==> src/gpe_pkg.sv <==
`default_nettype none

package gpe_pkg;

    localparam int MAX_VERTICES = 64;
    localparam int VERT_W = $clog2(MAX_VERTICES);
    localparam int COUNT_W = 7;

    typedef logic [MAX_VERTICES-1:0] row_t;
    typedef logic [VERT_W-1:0] vert_t;
    typedef logic [COUNT_W-1:0] count_t;

    typedef enum logic [1:0] {
        CMD_ADD_EDGE = 2'd0,
        CMD_QUERY    = 2'd1,
        CMD_CLEAR    = 2'd2,
        CMD_RESERVED = 2'd3
    } cmd_t;

    typedef enum logic [2:0] {
        ST_IDLE,
        ST_ADD_RD_A,
        ST_ADD_WR_A,
        ST_ADD_RD_B,
        ST_ADD_WR_B,
        ST_Q_PICK,
        ST_Q_MERGE,
        ST_RESP
    } state_t;

    typedef struct packed {
        logic  rd_en;
        vert_t rd_addr;
        logic  wr_en;
        vert_t wr_addr;
        row_t  wr_data;
        logic  clear;
    } mem_req_t;

endpackage

`default_nettype wire

==> src/gpe_search.sv <==
`default_nettype none

module gpe_search (
    input  wire logic              aclk,
    input  wire logic              aresetn,
    input  wire logic              in_valid,
    output logic                   in_ready,
    input  wire logic [1:0]        in_cmd,
    input  wire gpe_pkg::vert_t    in_node_a,
    input  wire gpe_pkg::vert_t    in_node_b,
    input  wire gpe_pkg::count_t   vertex_count,
    output logic                   res_valid,
    input  wire logic              res_ready,
    output logic                   res_found,
    output logic                   res_status,
    output gpe_pkg::mem_req_t      mem_req,
    input  wire gpe_pkg::row_t     mem_rd_data
);
    import gpe_pkg::*;

    function automatic vert_t lowest_set(input row_t bits);
        vert_t idx;
        idx = '0;
        for (int i = MAX_VERTICES - 1; i >= 0; i--) begin
            if (bits[i]) begin
                idx = vert_t'(i);
            end
        end
        return idx;
    endfunction

    state_t state_reg, state_next;
    vert_t  node_a_reg, node_b_reg;
    logic   found_reg, status_reg;
    row_t   visited_reg, pending_reg;

    cmd_t  cmd;
    logic  accept, bad_vertex;
    row_t  live, fresh, visited_new;
    vert_t cur;

    assign cmd        = cmd_t'(in_cmd);
    assign accept     = in_valid && in_ready;
    assign bad_vertex = ({1'b0, in_node_a} >= vertex_count)
                     || ({1'b0, in_node_b} >= vertex_count);
    assign cur         = lowest_set(pending_reg);
    assign fresh       = mem_rd_data & live & ~visited_reg;
    assign visited_new = visited_reg | fresh;

    always_comb begin
        for (int v = 0; v < MAX_VERTICES; v++) begin
            live[v] = count_t'(v) < vertex_count;
        end
    end

    always_ff @(posedge aclk) begin
        if (!aresetn) begin
            state_reg <= ST_IDLE;
        end else begin
            state_reg <= state_next;
        end
    end

    always_comb begin
        state_next = state_reg;
        unique case (state_reg)
            ST_IDLE: begin
                if (in_valid) begin
                    if (cmd == CMD_ADD_EDGE && !bad_vertex) begin
                        state_next = ST_ADD_RD_A;
                    end else if (cmd == CMD_QUERY && !bad_vertex
                                 && in_node_a != in_node_b) begin
                        state_next = ST_Q_PICK;
                    end else begin
                        state_next = ST_RESP;
                    end
                end
            end
            ST_ADD_RD_A: state_next = ST_ADD_WR_A;
            ST_ADD_WR_A: state_next = ST_ADD_RD_B;
            ST_ADD_RD_B: state_next = ST_ADD_WR_B;
            ST_ADD_WR_B: state_next = ST_RESP;
            ST_Q_PICK: begin
                state_next = (pending_reg == '0) ? ST_RESP : ST_Q_MERGE;
            end
            ST_Q_MERGE: begin
                state_next = visited_new[node_b_reg] ? ST_RESP : ST_Q_PICK;
            end
            ST_RESP: begin
                if (res_ready) begin
                    state_next = ST_IDLE;
                end
            end
            default: state_next = ST_IDLE;
        endcase
    end

    always_comb begin
        in_ready = 1'b0;
        res_valid = 1'b0;
        mem_req = '0;
        unique case (state_reg)
            ST_IDLE: begin
                in_ready = 1'b1;
                mem_req.clear = in_valid && cmd == CMD_CLEAR;
            end
            ST_ADD_RD_A: begin
                mem_req.rd_en = 1'b1;
                mem_req.rd_addr = node_a_reg;
            end
            ST_ADD_WR_A: begin
                mem_req.wr_en = 1'b1;
                mem_req.wr_addr = node_a_reg;
                mem_req.wr_data = mem_rd_data | (row_t'(1) << node_b_reg);
            end
            ST_ADD_RD_B: begin
                mem_req.rd_en = 1'b1;
                mem_req.rd_addr = node_b_reg;
            end
            ST_ADD_WR_B: begin
                mem_req.wr_en = 1'b1;
                mem_req.wr_addr = node_b_reg;
                mem_req.wr_data = mem_rd_data | (row_t'(1) << node_a_reg);
            end
            ST_Q_PICK: begin
                mem_req.rd_en = pending_reg != '0;
                mem_req.rd_addr = cur;
            end
            ST_Q_MERGE: begin
            end
            ST_RESP: begin
                res_valid = 1'b1;
            end
            default: begin
            end
        endcase
    end

    always_ff @(posedge aclk) begin
        unique case (state_reg)
            ST_IDLE: begin
                if (accept) begin
                    node_a_reg  <= in_node_a;
                    node_b_reg  <= in_node_b;
                    status_reg  <= (cmd == CMD_ADD_EDGE || cmd == CMD_QUERY) && bad_vertex;
                    found_reg   <= cmd == CMD_QUERY && !bad_vertex
                                && in_node_a == in_node_b;
                    visited_reg <= row_t'(1) << in_node_a;
                    pending_reg <= row_t'(1) << in_node_a;
                end
            end
            ST_Q_PICK: begin
                pending_reg <= pending_reg & ~(row_t'(1) << cur);
            end
            ST_Q_MERGE: begin
                visited_reg <= visited_new;
                pending_reg <= pending_reg | fresh;
                found_reg   <= visited_new[node_b_reg];
            end
            default: begin
            end
        endcase
    end

    assign res_found  = found_reg;
    assign res_status = status_reg;

endmodule

`default_nettype wire

==> config.mk <==
export PLATFORM = sky130hd
export DESIGN_NAME = gpe_search
export DESIGN_NICKNAME = d
export VERILOG_FILES = /design/src/gpe_pkg.sv /design/src/gpe_search.sv
export SDC_FILE = /design/constraint.sdc
export NUM_CORES = 1
export LEC_CHECK = 0
export ABC_CLOCK_PERIOD_IN_PS = 3600
export BUFFER_PORTS_ARGS = -buffer_cell sky130_fd_sc_hd__buf_2
export CORE_MARGIN = 5
export CORE_UTILIZATION = 47
export CTS_CLUSTER_DIAMETER = 30
export DETAILED_ROUTE_END_ITERATION = 6
export GPL_TIMING_DRIVEN = 0
export PLACE_DENSITY = 0.71
export SKIP_CTS_REPAIR_TIMING = 1
export SLEW_MARGIN = 30
export SYNTH_ARGS = -nofsm -noshare
export SYNTH_HDL_FRONTEND = slang
export SYNTH_SLANG_ARGS = --single-unit
export TNS_END_PERCENT = 1
==> constraint.sdc <==
create_clock -name aclk -period 3.6 [get_ports aclk]
set_clock_uncertainty 0.05 [all_clocks]
set_input_delay 0.18 -clock aclk [delete_from_list [all_inputs] [get_ports aclk]]
set_output_delay 0.18 -clock aclk [all_outputs]
set_load 0.05 [all_outputs]
After elaboration in Yosys (flattened, before gate mapping) --
Index checks and enable logic that the tools add are counted.
Storage, ports and cells: RAM bits 0, register bits after elaboration 145, memories kept 0, logic and storage cells 204, latch bits 0, bits in read-only memories 0
Operators by class: $add $sub $neg 0, mux-type cells 83, div/mod/pow operators 0, equal/unequal tests 14, bitwise gates (word level) 9, reduce and logical (&&, ||, !) cells 20, order comparisons 67, shifts and indexed selects 4, multiply operators 0
Operators with widths (number):
- $mux 6 | 64
- $or 64x64->64 | 4
- $shl 1x6->64 const A | 4
- $lt 6x7->1 const A | 32
- $and 64x64->64 | 3
- $pmux 64 s3 | 1
- $pmux 71 s2 | 1
- $not 64->64 | 2
- $pmux 64 s2 | 1
- $lt 5x7->1 const A | 16
- $logic_not 64->1 | 1
- $mux 64 | 1
- $reduce_bool 64->1 | 1
- $lt 4x7->1 const A | 8
- $lt 3x7->1 const A | 4
- $pmux 3 s8 | 1
- $pmux 7 s3 | 1
- $ge 6x7->1 | 2
- $lt 1x7->1 const A | 2
- $lt 2x7->1 const A | 2
- $eq 3x3->1 const B | 4
- $mux 3 | 3
- $reduce_and 2->1 | 4
- $logic_and 1x1->1 | 7
- other kinds (18) | 28

Longest topological paths before layout --
depth in word-level cells 68, mapped depth 12, mapped depth without buffers 10

Worst setup path before layout --
Ideal clock, no wire load.
path type register -> register, start point register state_reg[1], end point register found_reg (netlist: res_found), enable pin, setup slack -0.365 ns, cell stages (with the launch flop) 5, required time 3.125 ns, arrival time 3.491 ns, setup time 0.425 ns, path through dfxtp_1 -> buf_1 -> nor3_1 -> nand2_1 -> nand2_1
Between the ends: word-level cells in the longest chain between the ends 5
Ends and longest elaborated chain:
- from (decl) | RTL line gpe_search.sv:32 | state_t state_reg, state_next;
- from (signal assigned) | RTL line gpe_search.sv:60 | state_reg <= state_next;
- $logic_not 3->1 | RTL line gpe_search.sv:102 | unique case (state_reg)
- $mux 1 | RTL line gpe_search.sv:102
- via in_ready | RTL line gpe_search.sv:7 | output logic in_ready,
- $logic_and 1x1->1 | RTL line gpe_search.sv:43 | assign accept = in_valid && in_ready;
- $ne 2x2->1 (no source line)
- $reduce_and 2->1 (no source line)
- to (signal assigned) | RTL line gpe_search.sv:146 | found_reg <= cmd == CMD_QUERY && !bad_vertex
- to (signal assigned) | RTL line gpe_search.sv:158 | found_reg <= visited_new[node_b_reg];
- to (decl) | RTL line gpe_search.sv:34 | logic found_reg, status_reg;
The timed path passes the listed nets, and every way through them passes these cells. A chain may end at the register's enable or synchronous reset.

==> qor.yml <==
drc: 0
critPathLaunchType: "register"
synth_edf_count: 142
syn-num-nets: 1523
rows: 57
syn_area_mm2: 0.01149
startpoint: "node_b_reg[2]"
clock_sinks: 145
yosys_register_bits: 145
timing.fmax_mhz: 265.8
required_ps: 3370
initial_utilization: 0.4752
reg2regPathDepth: 8
status: "finished, violations left"
clk_pin_slew_worst_paths_ps: 70
fill_cells: 2298
drt-initial-drc-count: 2778
grt_pass1_vias: 13220
yosysSeqAreaShare: 0.3764
ant_nets: 0
p_leak_nw: 5.008
netlist_instances: 1422
placed_area_mm2: 0.01281
crit_path_cell_trace: "clkbuf_1 -> clkinv_1 -> nand2_1 -> o21ai_2 -> clkbuf_1 -> a21oi_1 -> nor2_1 -> buf_2"
nets: 1726
holdPathEnd: "state_reg[2]"
rsz0062_at_grt: "true"
crit_slowest_cell: "clkbuf_1"
yosysUniqueCellTypes: 79
rrSetupSlack_ps: -70
synth-async-reset-ratio: 0
path_max_fanout: 10
die_area_mm2: 0.02767
synth_common_cells: "nor2_1 (169), a21oi_1 (154), edfxtp_1 (142)"
timing.critical_path.mode_cell: "clkbuf_1"
path_class: "reg -> out"
whs_path_depth: 3
crit_path_end_kind: "output port"
grt_overflow: 0
avgSynthCellArea_um2: 8.079
power_density_mw_per_mm2: 763.7
use_met2: 0.6449
timing.rr.end: "pending_reg[58]"
design_area_mm2: 0.01377
post-route-util: 0.5694
insertion_delay_ps: 440
pre_cts_ws_ps: -347.1
top_usage_layer: "met2"
grt_pass1_wl_um: 90290
use_met1: 0.5548
fin_crit_ps: 3762
fin_crit_sh: 1.045
slowest_delay_ps: 720
io_buffers: 168
antenna_found_initial: 3
hpwl_um: 49390
worstHoldStart: "in_valid"
vias_per_cell: 7.364
yosysTopAreaCell: "edfxtp_1"
vdd_drop_max_uv: 583.2
wire_per_inst_um: 32.76
drive_gt1_frac: 0.1783
wl_um: 64300
core_mm2: 0.02418
place_congestion: 1.143
maxSlewHeadroom: 0.3213
cts_tree: "done"
critPathArrivalTime_ps: 3530
hold_viol: 0
grt.met3_usage: 0.1804
synth_warnings: 0
setup_viol: 18
ys.flop_type: "edfxtp_1"
fin_ws_ps: -162.4
grt_max_degree: 36
io_pins: 172
violations: "negative setup slack"
drv_slew: 0
die_w_um: 166.3
r2r-start: "pending_reg[22]"
worst_pin_slew_ps: 1018
cts-root-buf: "clkbuf_16"
hold_ws_ps: 20.40
hold_path.class: "in -> reg"
synth_area_leaders: "edfxtp_1 (37%), a21oi_1 (6.7%), nor2_1 (5.5%)"
synth.most_common_cell: "nor2_1"
grtUsageTotal: 0.4402
drv_cap: 0
fp.dieH_um: 166.3
area_delta_synth_final_pct: 19.83
htreeDepth: 4
drtPass1Iterations: 7
num_vias: 14460
cts_max_path_buffers: 2
synth_top_area_share: 0.3712
cts_buffers: 17
fin_tns_setup_ps: -1241
worst max path at each step:
stage                                  to  slack [ps]  cells past startpoint
after floorplan                 res_found        -370                      4
after global placement    visited_reg[23]       -1410                      5
after detailed placement  pending_reg[10]        -350                      8
after CTS                     mem_req[72]        -560                      9
after global routing          mem_req[58]         -90                      8
final                         mem_req[58]        -160                      8
power by group:
part | internal [mW] | switching (mW)
combinational | 1.26 | 3.91
sequential | 2.62 | 0.791
clock | 1.05 | 0.879
placed cells by master, fill, tap and decap left out, types with 25 or more instances in the layout:
master	count
a21oi_1	154
clkbuf_1	75
o21ai_0	96
edfxtp_1	142
buf_2	179
nand2_1	93
inv_1	75
o22ai_1	53
a31oi_1	51
o221ai_1	36
nor2_1	164
nor3_1	38
o311ai_0	25
nand3_1	42
logic make-up after synthesis:
| group | synth area share |
|---|---|
| XOR/XNOR | 0.005337 |
| flip-flops | 0.3764 |
| AO/OA/AOI/OAI | 0.3153 |
| buffers and inverters | 0.06197 |
| AND/OR/NAND/NOR | 0.2162 |
| multiplexers | 0.01176 |
| adder cells (fa/ha/maj) | 0.01307 |
worst max-delay path: cells and delay by family, from the launching register on:
family	cells	cell delay, ps
buffers and inverters	4	1520
and+or+nand+nor	2	420
DFF	1	360
AOI/OAI and AO/OA	2	770
metrics by stage:
stage	std cells	total power [mW]
3_3_place_gp	1914	8.089
4_1_cts	1948	10.00
2_1_floorplan	1422	6.191
6_report	1963	10.51
5_1_grt	1962	10.72
3_5_place_dp	1916	8.117
final cells by class:
cell class | instances | area (um^2) | share of cell area
Antenna cell | 1 | 2.502 | 0.0001818
Buffer | 102 | 437.9 | 0.03181
Clock buffer | 17 | 425.4 | 0.03090
Clock inverter | 15 | 172.7 | 0.01254
Inverter | 77 | 292.8 | 0.02127
Multi-Input combinational cell | 1097 | 6683 | 0.4854
Sequential cell | 145 | 4324 | 0.3141
Tap cell | 324 | 405.4 | 0.02945
Timing Repair Buffer | 185 | 1023 | 0.07434
layer usage:
metal	wire length [um]	up-vias
met3	10810	311
met1	22130	6683
met4	4643	2
li1	-	5934
met2	26700	1525
met5	17	-
No activity file was read; power rests on OpenSTA's default activity.
